File: src/dapt_pkg.sv
`timescale 1ns / 1ps
// Package for the DNS address query pair tracker.
// Holds opcodes, answer codes, the pair transition table and its flag bits.
// No dependencies.
package dapt_pkg;

  // Input opcodes
  typedef enum logic [1:0] {
    OP_QUESTION = 2'd0,
    OP_FAILURE  = 2'd1,
    OP_SUCCESS  = 2'd2,
    OP_UNUSED   = 2'd3
  } opcode_t;

  // Answer codes
  typedef enum logic [2:0] {
    ACT_NONE   = 3'd0,
    ACT_PASS   = 3'd1,
    ACT_FAIL   = 3'd2,
    ACT_NXD    = 3'd3,
    ACT_NODATA = 3'd4
  } action_t;

  // Register indexes
  localparam logic REG_PAIR_ENABLE = 1'b0;

  // Table entry flag bits; low three bits are the next state
  localparam int BIT_FAIL   = 4;
  localparam int BIT_NXD    = 5;
  localparam int BIT_NODATA = 6;
  localparam int BIT_PASS   = 7;

  // Bit 3 of a pair record: AAAA was the type asked
  localparam int INFO_AAAA = 3;

  localparam logic [2:0] ST_FINAL   = 3'd5;
  localparam logic [2:0] ST_INVALID = 3'd6;
  localparam logic [7:0] ENTRY_BAD  = 8'h06;

  // Transition table: rows are states 0..4, columns event + 3 for aux
  localparam logic [7:0] TRANS [5][6] = '{
    '{8'h11, 8'h03, 8'h81, 8'h02, 8'h02, 8'h04},
    '{8'h06, 8'h06, 8'h06, 8'h05, 8'h05, 8'h05},
    '{8'h15, 8'h25, 8'h85, 8'h06, 8'h06, 8'h06},
    '{8'h06, 8'h06, 8'h06, 8'h25, 8'h25, 8'h45},
    '{8'h15, 8'h45, 8'h85, 8'h06, 8'h06, 8'h06}
  };

  // Result transaction
  typedef struct packed {
    logic       alloc_fail;
    logic       table_error;
    logic       split;
    logic [4:0] new_tag;
    logic       for_aux;
    logic [2:0] action;
  } result_t;

endpackage

File: src/dapt_free_find.sv
`timescale 1ns / 1ps
// Lowest free pair slot finder.
// Isolates the lowest clear bit with one two's complement add, then encodes it.
// No dependencies.
module dapt_free_find #(
  parameter int SLOTS  = 16,
  parameter int SLOT_W = 4
) (
  input  logic [SLOTS-1:0]  used,
  output logic              found,
  output logic [SLOT_W-1:0] idx
);

  logic [SLOTS-1:0] free_bits;
  logic [SLOTS-1:0] lowest;

  // One-hot of the lowest free slot
  assign free_bits = ~used;
  assign lowest    = free_bits & (~free_bits + SLOTS'(1));
  assign found     = |free_bits;

  // Encode the one-hot; each bit contributes its own index
  always_comb begin
    idx = '0;
    for (int i = 0; i < SLOTS; i++) begin
      if (lowest[i]) begin
        idx = idx | SLOT_W'(i);
      end
    end
  end

endmodule

File: src/dns_address_query_pair_tracker.sv
`timescale 1ns / 1ps
// DNS address query pair tracker, top level.
// A taken item is held while its pair record is read from a registered memory,
// then stepped and written back as its result enters the output register; no new
// item is taken until the held one has been passed on.
// Reset (rst, synchronous): slot flags free, pairing disabled; records undefined.
// Depends on dapt_pkg and dapt_free_find.
module dns_address_query_pair_tracker #(
  parameter int PAIR_SLOTS = 16
) (
  input  logic        clk,
  input  logic        rst,
  // Input stream
  input  logic        s_tvalid,
  output logic        s_tready,
  // [0] address_query, [1] asked_aaaa, [6:2] slot_tag, [7] reply_is_aaaa,
  // [8] is_nxdomain, [15:9] zero
  input  logic [15:0] s_tdata,
  // [1:0] opcode
  input  logic [1:0]  s_tuser,
  // Result stream
  output logic        m_tvalid,
  input  logic        m_tready,
  // [2:0] action, [3] for_aux, [8:4] new_tag, [9] split, [10] table_error,
  // [11] alloc_fail, [15:12] zero
  output logic [15:0] m_tdata,
  // Configuration port
  input  logic        psel,
  input  logic        penable,
  input  logic        pwrite,
  input  logic [2:0]  paddr,
  input  logic [31:0] pwdata,
  output logic [31:0] prdata,
  output logic        pready
);

  localparam int SLOT_W = (PAIR_SLOTS > 1) ? $clog2(PAIR_SLOTS) : 1;
  localparam int CMP_W  = (SLOT_W + 1 > 5) ? SLOT_W + 1 : 5;
  localparam logic [CMP_W-1:0] SLOTS_C = CMP_W'(PAIR_SLOTS);
  localparam logic REG_PAIR_ENABLE_BIT = dapt_pkg::REG_PAIR_ENABLE;

  // Configuration register
  logic pair_enable;

  assign pready = 1'b1;

  always_ff @(posedge clk) begin
    if (rst) begin
      pair_enable <= 1'b0;
    end else if (psel && penable && pwrite && paddr[2] == REG_PAIR_ENABLE_BIT) begin
      pair_enable <= pwdata[0];
    end
  end

  assign prdata = (paddr[2] == REG_PAIR_ENABLE_BIT) ? {31'd0, pair_enable} : 32'd0;

  // Input fields
  logic [4:0]       in_tag;
  logic [CMP_W-1:0] in_tagx;
  logic             in_range;
  logic             accept;

  assign in_tag   = s_tdata[6:2];
  assign in_tagx  = CMP_W'(in_tag);
  assign in_range = (in_tag != 5'd0) && (in_tagx <= SLOTS_C);
  assign accept   = s_tvalid && s_tready;

  // Held item
  logic                busy;
  dapt_pkg::opcode_t   op_q;
  logic                addr_q_q;
  logic                ask6_q;
  logic                rep6_q;
  logic                nxd_q;
  logic                range_q;
  logic [SLOT_W-1:0]   slot_q;

  assign s_tready = !busy;

  // Pair record memory with a registered read
  logic [3:0]        pair_mem [PAIR_SLOTS];
  logic [3:0]        rd_data;
  logic              wr_en;
  logic [SLOT_W-1:0] wr_addr;
  logic [3:0]        wr_data;

  always_ff @(posedge clk) begin
    if (accept && in_range) begin
      rd_data <= pair_mem[SLOT_W'(in_tagx - CMP_W'(1))];
    end
    if (wr_en) begin
      pair_mem[wr_addr] <= wr_data;
    end
  end

  // Slot occupancy flags
  logic [PAIR_SLOTS-1:0] slot_used;
  logic                  free_found;
  logic [SLOT_W-1:0]     free_idx;

  dapt_free_find #(
    .SLOTS  (PAIR_SLOTS),
    .SLOT_W (SLOT_W)
  ) u_free_find (
    .used  (slot_used),
    .found (free_found),
    .idx   (free_idx)
  );

  // Step the held item against its record
  logic                done;
  dapt_pkg::result_t   res;
  logic                set_used;
  logic                clr_used;
  logic [2:0]          st;
  logic [2:0]          st_new;
  logic [1:0]          ev;
  logic                isaux;
  logic [2:0]          col;
  logic [7:0]          entry;
  logic                paired;

  assign done = busy && (!m_tvalid || m_tready);

  always_comb begin
    res      = '0;
    set_used = 1'b0;
    clr_used = 1'b0;
    wr_en    = 1'b0;
    wr_addr  = slot_q;
    wr_data  = rd_data;
    paired   = pair_enable && range_q;
    st       = rd_data[2:0];
    ev       = (op_q == dapt_pkg::OP_FAILURE) ? 2'd0 : (nxd_q ? 2'd1 : 2'd2);
    isaux    = rd_data[dapt_pkg::INFO_AAAA] ^ rep6_q;
    col      = 3'(ev) + (isaux ? 3'd3 : 3'd0);
    entry    = (st >= dapt_pkg::ST_FINAL) ? dapt_pkg::ENTRY_BAD : dapt_pkg::TRANS[st][col];
    st_new   = entry[2:0];
    case (op_q)
      dapt_pkg::OP_QUESTION: begin
        if (pair_enable && addr_q_q) begin
          if (free_found) begin
            set_used    = done;
            wr_en       = done;
            wr_addr     = free_idx;
            wr_data     = {ask6_q, 3'd0};
            res.new_tag = 5'({1'b0, free_idx} + (SLOT_W + 1)'(1));
            res.split   = 1'b1;
          end else begin
            res.alloc_fail = 1'b1;
          end
        end
      end
      dapt_pkg::OP_FAILURE, dapt_pkg::OP_SUCCESS: begin
        if (paired) begin
          wr_en   = done;
          wr_data = {rd_data[dapt_pkg::INFO_AAAA], st_new};
          if (entry[dapt_pkg::BIT_FAIL]) begin
            res.action  = dapt_pkg::ACT_FAIL;
            res.for_aux = isaux;
          end else if (entry[dapt_pkg::BIT_NXD]) begin
            res.action  = dapt_pkg::ACT_NXD;
            res.for_aux = isaux;
          end else if (entry[dapt_pkg::BIT_NODATA]) begin
            res.action  = dapt_pkg::ACT_NODATA;
            res.for_aux = isaux;
          end
          res.table_error = (st_new >= dapt_pkg::ST_INVALID);
          clr_used        = done && (st_new == dapt_pkg::ST_FINAL);
        end
        // Unpaired or pass-through responses
        if (!paired || entry[dapt_pkg::BIT_PASS]) begin
          res.action  = (op_q == dapt_pkg::OP_FAILURE) ? dapt_pkg::ACT_FAIL
                                                       : dapt_pkg::ACT_PASS;
          res.for_aux = 1'b0;
        end
      end
      default: begin
        res = '0;
      end
    endcase
  end

  // Control and holding registers
  always_ff @(posedge clk) begin
    if (rst) begin
      busy     <= 1'b0;
      m_tvalid <= 1'b0;
    end else begin
      if (accept) begin
        busy <= 1'b1;
      end else if (done) begin
        busy <= 1'b0;
      end
      if (done) begin
        m_tvalid <= 1'b1;
      end else if (m_tready) begin
        m_tvalid <= 1'b0;
      end
    end
  end

  always_ff @(posedge clk) begin
    if (accept) begin
      op_q     <= dapt_pkg::opcode_t'(s_tuser);
      addr_q_q <= s_tdata[0];
      ask6_q   <= s_tdata[1];
      rep6_q   <= s_tdata[7];
      nxd_q    <= s_tdata[8];
      range_q  <= in_range;
      slot_q   <= SLOT_W'(in_tagx - CMP_W'(1));
    end
    if (done) begin
      m_tdata <= {4'd0, res};
    end
  end

  // Slot flags
  always_ff @(posedge clk) begin
    if (rst) begin
      slot_used <= '0;
    end else if (set_used) begin
      slot_used[free_idx] <= 1'b1;
    end else if (clr_used) begin
      slot_used[slot_q] <= 1'b0;
    end
  end

  // A held item reaches a free output register in the next cycle
  a_deliver: assert property (@(posedge clk) disable iff (rst)
    (busy && !m_tvalid) |=> (m_tvalid && !busy))
    else $error("held item not delivered");

  // Granting a slot raises occupancy by one
  a_grant_count: assert property (@(posedge clk) disable iff (rst)
    (done && res.split) |=> ($countones(slot_used) == $past($countones(slot_used)) + 1))
    else $error("slot grant did not mark one slot");

  // Allocation fails only with every slot taken
  a_alloc_full: assert property (@(posedge clk) disable iff (rst)
    (done && res.alloc_fail) |-> (&slot_used))
    else $error("allocation failed with a free slot");

  // A question result never carries a table error
  a_question_clean: assert property (@(posedge clk) disable iff (rst)
    (done && op_q == dapt_pkg::OP_QUESTION) |->
      (!res.table_error && res.action == dapt_pkg::ACT_NONE))
    else $error("question result carries response fields");

endmodule
File: config.mk
export PLATFORM = sky130hd
export DESIGN_NAME = dns_address_query_pair_tracker
export DESIGN_NICKNAME = d
export VERILOG_FILES = /design/src/dapt_pkg.sv /design/src/dapt_free_find.sv /design/src/dns_address_query_pair_tracker.sv
export SDC_FILE = /design/constraint.sdc
export NUM_CORES = 1
export LEC_CHECK = 0
export ABC_AREA = 1
export BUFFER_PORTS_ARGS = -buffer_cell sky130_fd_sc_hd__buf_4
export CAP_MARGIN = 0
export CORE_MARGIN = 5
export CORE_UTILIZATION = 55
export DETAILED_ROUTE_END_ITERATION = 8
export GPL_TIMING_DRIVEN = 0
export PLACE_DENSITY = 0.79
export SYNTH_ARGS = -nofsm -noshare
export SYNTH_HDL_FRONTEND = slang
export SYNTH_HIERARCHICAL = 1
export SYNTH_SLANG_ARGS = --single-unit
File: constraint.sdc
create_clock -name clk -period 7.43 [get_ports clk]
set_clock_uncertainty 0.2 [all_clocks]
set_input_delay 1.486 -clock clk [delete_from_list [all_inputs] [get_ports clk]]
set_output_delay 1.486 -clock clk [all_outputs]
set_load 0.05 [all_outputs]
==> flow_metrics.env, run 1 <==
export IMPL_holdPathStages=2
export IMPL_yosysUniqueCellTypes=42
export IMPL_switching_share=0.301
export IMPL_cts_made_buffers=9
export IMPL_use_met1=0.276
export IMPL_postSynth_asyncResetShare=0
export IMPL_post_cts_buffers=0
export IMPL_worstPathArrival_ns=3.97
export IMPL_synthFlopType="edfxtp_1"
export IMPL_tritoncts="built"
export IMPL_area_delta_synth_final_pct=13.4
export IMPL_max_stage_delay_ns=0.46
export IMPL_die_y_microns=115
export IMPL_regToRegStartpoint="op_q[0]"
export IMPL_synth_seq_cells=110
export IMPL_cp_cell_sequence="buf_4, inv_1, buf_1, ha_1, inv_1, clkbuf_1, o21ai_0, o221ai_1, o211ai_1, nand2_1"
export IMPL_yosysTopAreaCellShare=0.448
export IMPL_synth_area_leaders="edfxtp_1, o21ai_0, nor2_1"
export IMPL_die_area_sq_mm=0.0133
export IMPL_period_share=0.525
export IMPL_initial_utilization=0.562
export IMPL_io_buffer_count=33
export IMPL_min_to="m_tvalid"
export IMPL_p_switching_uw=396
export IMPL_pin_count=111
export IMPL_coreArea_sq_mm=0.0108
export IMPL_finalWorstSetupSlack_ns=3.53
export IMPL_nFillCells=926
export IMPL_hpwl_mm=10.7
export IMPL_cts_resized=0
export IMPL_worstRegToRegCells=13
export IMPL_clkTransAtPathRegs_ns=0.11
export IMPL_cts_sinks=110
export IMPL_max_freq_ghz=0.256
export IMPL_grt_pass1_vias=4758
export IMPL_p_leak_nw=2.70
export IMPL_power_density_mw_per_mm2=191
export IMPL_dr_total_vias=4937
export IMPL_min_from="m_tvalid"
export IMPL_regArea_sq_mm=0.00311
export IMPL_yosysWarningCount=6
export IMPL_hold_viol=0
export IMPL_drive_above_1_share=0.201
export IMPL_gp_congestion=0.918
export IMPL_antenna_found_initial=0
export IMPL_hold_buffers=0
export IMPL_peakVddDrop_mv=0.360
export IMPL_syn_area_sq_mm=0.00609
export IMPL_synth_top_area_cell="edfxtp_1"
export IMPL_clock_power_share=0.297
export IMPL_clock_latency_ns=0.39
export IMPL_p_comb_frac=0.175
export IMPL_preCtsSetupSlack_ns=3.20
export IMPL_drc_errors=0
export IMPL_drt_iter0_drc=439
export IMPL_synth_enable_flop_cells=91
export IMPL_final_antenna_net_count=0
export IMPL_period_needed_ns=3.90
export IMPL_r2r_end="pair_mem[11][1]"
export IMPL_die_w_microns=115
export IMPL_use_met2=0.383
export IMPL_slew_violations=0
export IMPL_use_met3=0.0547
export IMPL_grt_start_max_net_pins=22
export IMPL_status="finished, final reports clean"
export IMPL_routedWlPerCell_microns=15.7
export IMPL_final_net_count=837
export IMPL_grt_overflow=0
export IMPL_rsz0062_at_grt="no"
export IMPL_root_buffer="clkbuf_8"
export IMPL_placed_cells=895
export IMPL_layoutNonFillerInstCount=912
export IMPL_busiest_layer="met2"
export IMPL_num_rows=38
export IMPL_required_ns=7.50
export IMPL_relSlewSlack=0.262
export IMPL_start_kind="primary input"
export IMPL_yosysSeqAreaShare=0.511
export IMPL_grt_pass1_wl_mm=23.1
export IMPL_finalSetupTns_ns=0
export IMPL_cts_max_path_buffers=2
export IMPL_routed_wl_mm=14.3
export IMPL_critPathMostFrequentCell="inv_1"
export IMPL_post_drt_via_cell_ratio=5.41
export IMPL_drt_pass1_iterations=6
export IMPL_critical_path_max_fanout=11
export IMPL_setup_violations=0
export IMPL_hold_class="flop to flop"
export IMPL_antennaDiodeCount=0
export IMPL_worstSetupPathType="primary input to flop"
export IMPL_multi_input_area_sq_mm=0.00247
export IMPL_crit_path_top_delay_cell="buf_1"
export IMPL_p_int_uw=922
export IMPL_maxCapViolCount=0
export IMPL_cp_end_kind="flop"
export IMPL_postSynthCellCount=685
export IMPL_reg2reg_slack_ns=4.01
export IMPL_syn_avg_cell_area_sq_um=8.90
export IMPL_worst_pin_slew_ns=1.10
export IMPL_h_tree_depth=3
export IMPL_p_seq_frac=0.528
export IMPL_grtUsageTotal=0.222
-- placed cells by master, fill, tap and decap left out, types with 5 or more instances in the layout --
cell type / n
nand2_1: 83
buf_4: 73
clkbuf_1: 9
o221ai_1: 9
nand3_1: 44
o21ai_0: 89
nand2_2: 13
o211ai_1: 8
a21oi_2: 10
a21oi_1: 14
nor2_2: 7
nor2_1: 106
nor3_1: 6
o22ai_1: 8
nand4_1: 6
ha_1: 10
clkbuf_8: 9
inv_1: 61
buf_2: 5
edfxtp_1: 91
conb_1: 36
inv_2: 14
dfxtp_1: 19
-- power by group through the flow --
stage               logic (mW)  registers (mW)  clock network, mW
detailed placement       0.227           0.710                  0
global placement         0.217           0.711                  0
finish                   0.231           0.696              0.391
floorplan                0.156           0.722                  0
CTS                      0.228           0.696              0.399
global route             0.251           0.697              0.429
-- cell type report --
type / instances / share of cell area
plain buffers: 53 / 0.0521
clock buffers: 9 / 0.0179
clock inverters: 7 / 0.0143
inverters: 76 / 0.0413
multi-input cells: 480 / 0.358
flip-flops and latches: 110 / 0.450
well taps: 140 / 0.0253
repair buffers: 37 / 0.0407
-- registers in the layout, indices dropped and copies added, names as in the netlist --
register / flops
range_q: 1
pair_enable: 1
nxd_q: 1
rd_data: 4
rep6_q: 1
slot_used: 16
addr_q_q: 1
busy: 1
ask6_q: 1
op_q: 2
slot_q: 4
pair_mem: 64
m_tdata: 12
m_tvalid: 1
-- worst max-delay path by stage --
stage               cells past startpoint  slack, ns              to          from
floorplan                               1       3.60       prdata[0]      paddr[2]
global placement                        6       2.74  pair_mem[1][3]  slot_used[7]
detailed placement                      9       3.20      rd_data[1]    s_tdata[2]
CTS                                    10       3.61      rd_data[3]    s_tdata[2]
global route                           10       3.36      rd_data[2]    s_tdata[2]
finish                                 10       3.53      rd_data[3]    s_tdata[2]
-- layer usage --
layer,vias to the layer above,routed length (microns)
li1,2434,-
met1,2255,5700
met2,219,7170
met3,29,1160
met4,0,291
met5,-,0
-- worst max-delay path, delay by kind of cell --
family                     cells  cell delay, ns
buffers and inverters          5            1.37
AOI/OAI and AO/OA              3            0.58
adders and majority gates      1            0.42
and+or+nand+nor                1            0.10
-- cell usage after synthesis (2+ instances only) --
library cell and number:
nor2_1 106, edfxtp_1 91, o21ai_0 89, nand2_1 83, inv_1 61, nand3_1 44, buf_4 37, dfxtp_1 19
a21oi_1 14, inv_2 14, nand2_2 13, a21oi_2 10, ha_1 10, clkbuf_1 9, o221ai_1 9, o211ai_1 8
o22ai_1 8, nor2_2 7, nand4_1 6, nor3_1 6, buf_2 5, nand2_4 4, nand3_2 4, nand3b_1 3
nor2_4 3, nor4_1 3, xor2_1 3, conb_1 2
-- stage by stage --
step	utilization	area, sq um	hold slack (ns)	power, mW
2_1_floorplan	-	6220	0.282	0.878
3_3_place_gp	0.613	6640	0.279	0.927
3_5_place_dp	0.616	6680	0.287	0.937
4_1_cts	0.637	6910	0.302	1.32
5_1_grt	0.638	6910	0.323	1.38
6_report	0.638	6910	0.300	1.32
-- logic make-up (layout without fill, tap and decap cells) --
logic type               after synthesis  after routing  synth area share
AO/OA/AOI/OAI                        146            146             0.141
XOR/XNOR                               4              4           0.00575
adder cells (fa/ha/maj)               10             10            0.0205
buffers and inverters                129            182             0.106
flip-flops                           110            110             0.511
other                                  2             36           0.00123
AND/OR/NAND/NOR                      284            284             0.215
Power figures use the tool's default switching activity.
==> inputs of run 2 (changes only) <==
--- a/config.mk
+++ b/config.mk
@@ -9,10 +9,10 @@
 export BUFFER_PORTS_ARGS = -buffer_cell sky130_fd_sc_hd__buf_4
 export CAP_MARGIN = 0
 export CORE_MARGIN = 5
-export CORE_UTILIZATION = 55
+export CORE_UTILIZATION = 51
 export DETAILED_ROUTE_END_ITERATION = 8
 export GPL_TIMING_DRIVEN = 0
-export PLACE_DENSITY = 0.79
+export PLACE_DENSITY = 0.77
 export SYNTH_ARGS = -nofsm -noshare
 export SYNTH_HDL_FRONTEND = slang
 export SYNTH_HIERARCHICAL = 1
==> constraint.sdc (replaced) <==
create_clock -name clk -period 3.35 [get_ports clk]
set_clock_uncertainty 0.2 [all_clocks]
set_input_delay 0.67 -clock clk [delete_from_list [all_inputs] [get_ports clk]]
set_output_delay 0.67 -clock clk [all_outputs]
set_load 0.05 [all_outputs]
==> run 2 against run 1 <==
Worst hold slack worse by 0.013 ns. Critical endpoint is now pair_mem[8][0]. Die area up 7.2%. Register-to-register slack worse by 4.0 ns. Setup slack worse by 3.5 ns. Global-route usage is 1.8 points lower. Routed wire length up 0.20%. Sequential share of layout area is 0.71 points lower. Cell count up 0.77%.
==> flow_metrics.env, run 2 (synthesis gave the netlist of run 1 again) <==
export IMPL_routedWlPerCell_microns=15.6
export IMPL_cts_resized=0
export IMPL_die_area_sq_mm=0.0142
export IMPL_worstPathArrival_ns=3.12
export IMPL_preCtsSetupSlack_ns=-0.0586
export IMPL_dr_total_vias=5069
export IMPL_p_leak_nw=2.74
export IMPL_routed_top_layer="met4"
export IMPL_routed_wl_mm=14.3
export IMPL_largest_register="pair_mem"
export IMPL_switching_share=0.299
export IMPL_grt_start_max_net_pins=24
export IMPL_initial_utilization=0.514
export IMPL_crit_path_top_delay_cell="o21ai_0"
export IMPL_drt_iter0_drc=516
export IMPL_p_comb_frac=0.164
export IMPL_period_share=0.984
export IMPL_antenna_found_initial=0
export IMPL_rsz0062_at_grt="yes"
export IMPL_final_net_count=837
export IMPL_cts_max_path_buffers=2
export IMPL_io_buffer_count=33
export IMPL_nFillCells=1020
export IMPL_cp_num_cells=11
export IMPL_m1WireLength_mm=5.93
export IMPL_p_seq_frac=0.488
export IMPL_hpwl_mm=10.8
export IMPL_post_cts_buffers=0
export IMPL_met3_length_mm=1.16
export IMPL_clock_power_share=0.348
export IMPL_cts_sinks=110
export IMPL_hold_buffers=0
export IMPL_largest_reg_flops=64
export IMPL_start_kind="flop"
export IMPL_reg2reg_slack_ns=0.05
export IMPL_reg_top3="pair_mem: 64 flops, slot_used: 16 flops, m_tdata: 12 flops"
export IMPL_grt_overflow=0
export IMPL_grt_pass1_wl_mm=23.5
export IMPL_peakVddDrop_mv=0.364
export IMPL_p_int_mw=2.21
export IMPL_drt_pass1_iterations=5
export IMPL_required_ns=3.18
export IMPL_clock_latency_ns=0.36
export IMPL_cp_endpoint="pair_mem[8][0]"
export IMPL_clkTransAtPathRegs_ns=0.08
export IMPL_slew_violations=0
export IMPL_post_drt_via_cell_ratio=5.52
export IMPL_h_tree_depth=3
export IMPL_hold_class="primary input to flop"
export IMPL_die_w_microns=119
export IMPL_maxCapViolCount=0
export IMPL_period_needed_ns=3.30
export IMPL_hold_slack_ns=0.287
export IMPL_cp_end_kind="flop"
export IMPL_layout_commonest_cell="nor2_1"
export IMPL_cp_cell_sequence="nand2_1, inv_2, nand2_4, nor2_4, nand4_1, nand3_1, nor2_1, buf_2, o21ai_0, nand2_1, nor2_1"
export IMPL_worstRegToRegCells=11
export IMPL_worstSetupPathType="flop to flop"
export IMPL_hold_viol=0
export IMPL_tritoncts="built"
export IMPL_crit_start="slot_used[3]"
export IMPL_critical_path_max_fanout=10
export IMPL_cts_made_buffers=9
export IMPL_die_y_microns=119
export IMPL_max_freq_ghz=0.303
export IMPL_root_buffer="clkbuf_16"
export IMPL_final_antenna_net_count=0
export IMPL_final_cell_mix="nor2_1, edfxtp_1, o21ai_0"
export IMPL_max_stage_delay_ns=0.52
export IMPL_setup_violations=0
export IMPL_critPathTopFamily="simple AND/OR/NAND/NOR gates"
export IMPL_r2r_end="pair_mem[8][0]"
export IMPL_coreArea_sq_mm=0.0119
export IMPL_num_rows=40
export IMPL_finalWorstSetupSlack_ns=0.0539
export IMPL_relSlewSlack=0.276
export IMPL_power_density_mw_per_mm2=449
export IMPL_grt_pass1_vias=4836
export IMPL_drive_above_1_share=0.202
export IMPL_finalSetupTns_ns=0
export IMPL_worst_pin_slew_ns=1.08
export IMPL_grtUsageTotal=0.204
export IMPL_gp_congestion=0.948
export IMPL_pin_count=111
export IMPL_status="finished, final reports clean"
export IMPL_antennaDiodeCount=0
export IMPL_path_buf_inv=2
export IMPL_area_delta_synth_final_pct=15.3
export IMPL_p_switching_uw=942
export IMPL_met2WireLength_mm=6.97
export IMPL_regToRegStartpoint="slot_used[3]"
export IMPL_drc_errors=0
## run 2: changes by cell type in the layout (fill, tap and decap cells not counted), sizes merged
cell	change
bufinv	-1
inv	-2
clkinv	+4
clkinvlp	-1
## run 2: power groups by stage
stage | clock, mW | combinational, mW | sequential (mW)
6_report | 1.10 | 0.517 | 1.54
5_1_grt | 1.17 | 0.560 | 1.54
4_1_cts | 1.11 | 0.511 | 1.54
3_5_place_dp | 0 | 0.507 | 1.57
3_3_place_gp | 0 | 0.486 | 1.57
2_1_floorplan | 0 | 0.345 | 1.60
## run 2: how the worst min path moves through the flow
stage                              from             to  slack (ns)  cells past startpoint
final                        s_tuser[1]        op_q[1]        0.29                      1
after global placement         m_tvalid       m_tvalid        0.27                      2
after global routing         s_tdata[1]         ask6_q        0.28                      1
after detailed placement       m_tvalid       m_tvalid        0.30                      2
after floorplan           slot_used[15]  slot_used[15]        0.28                      2
after CTS                    s_tdata[1]         ask6_q        0.28                      1
## run 2: layout make-up
type                       count  area, sq um  share of cell area
sequential                   110         3110               0.443
multi-input combinational    480         2480               0.353
buffer                        53          360              0.0513
inverter                      76          285              0.0406
timing repair buffer          37          282              0.0401
clock buffer                   9          225              0.0321
tap                          147          184              0.0262
clock inverter                 7         96.3              0.0137
## run 2: through the flow
stage                     cell area (sq um)  instances  power (mW)  utilization
after floorplan                        6220        719        1.95            -
after global placement                 6650        899        2.06        0.561
after detailed placement               6700        903        2.08        0.565
after CTS                              7020        919        3.16        0.592
after global routing                   7020        919        3.27        0.592
final                                  7020        919        3.16        0.592
## run 2: routing by layer
metal / track usage / up-vias
li1: - / 2434
met4: 0.0723 / 0
met3: 0.0432 / 26
met5: 0 / -
met1: 0.264 / 2361
met2: 0.338 / 248
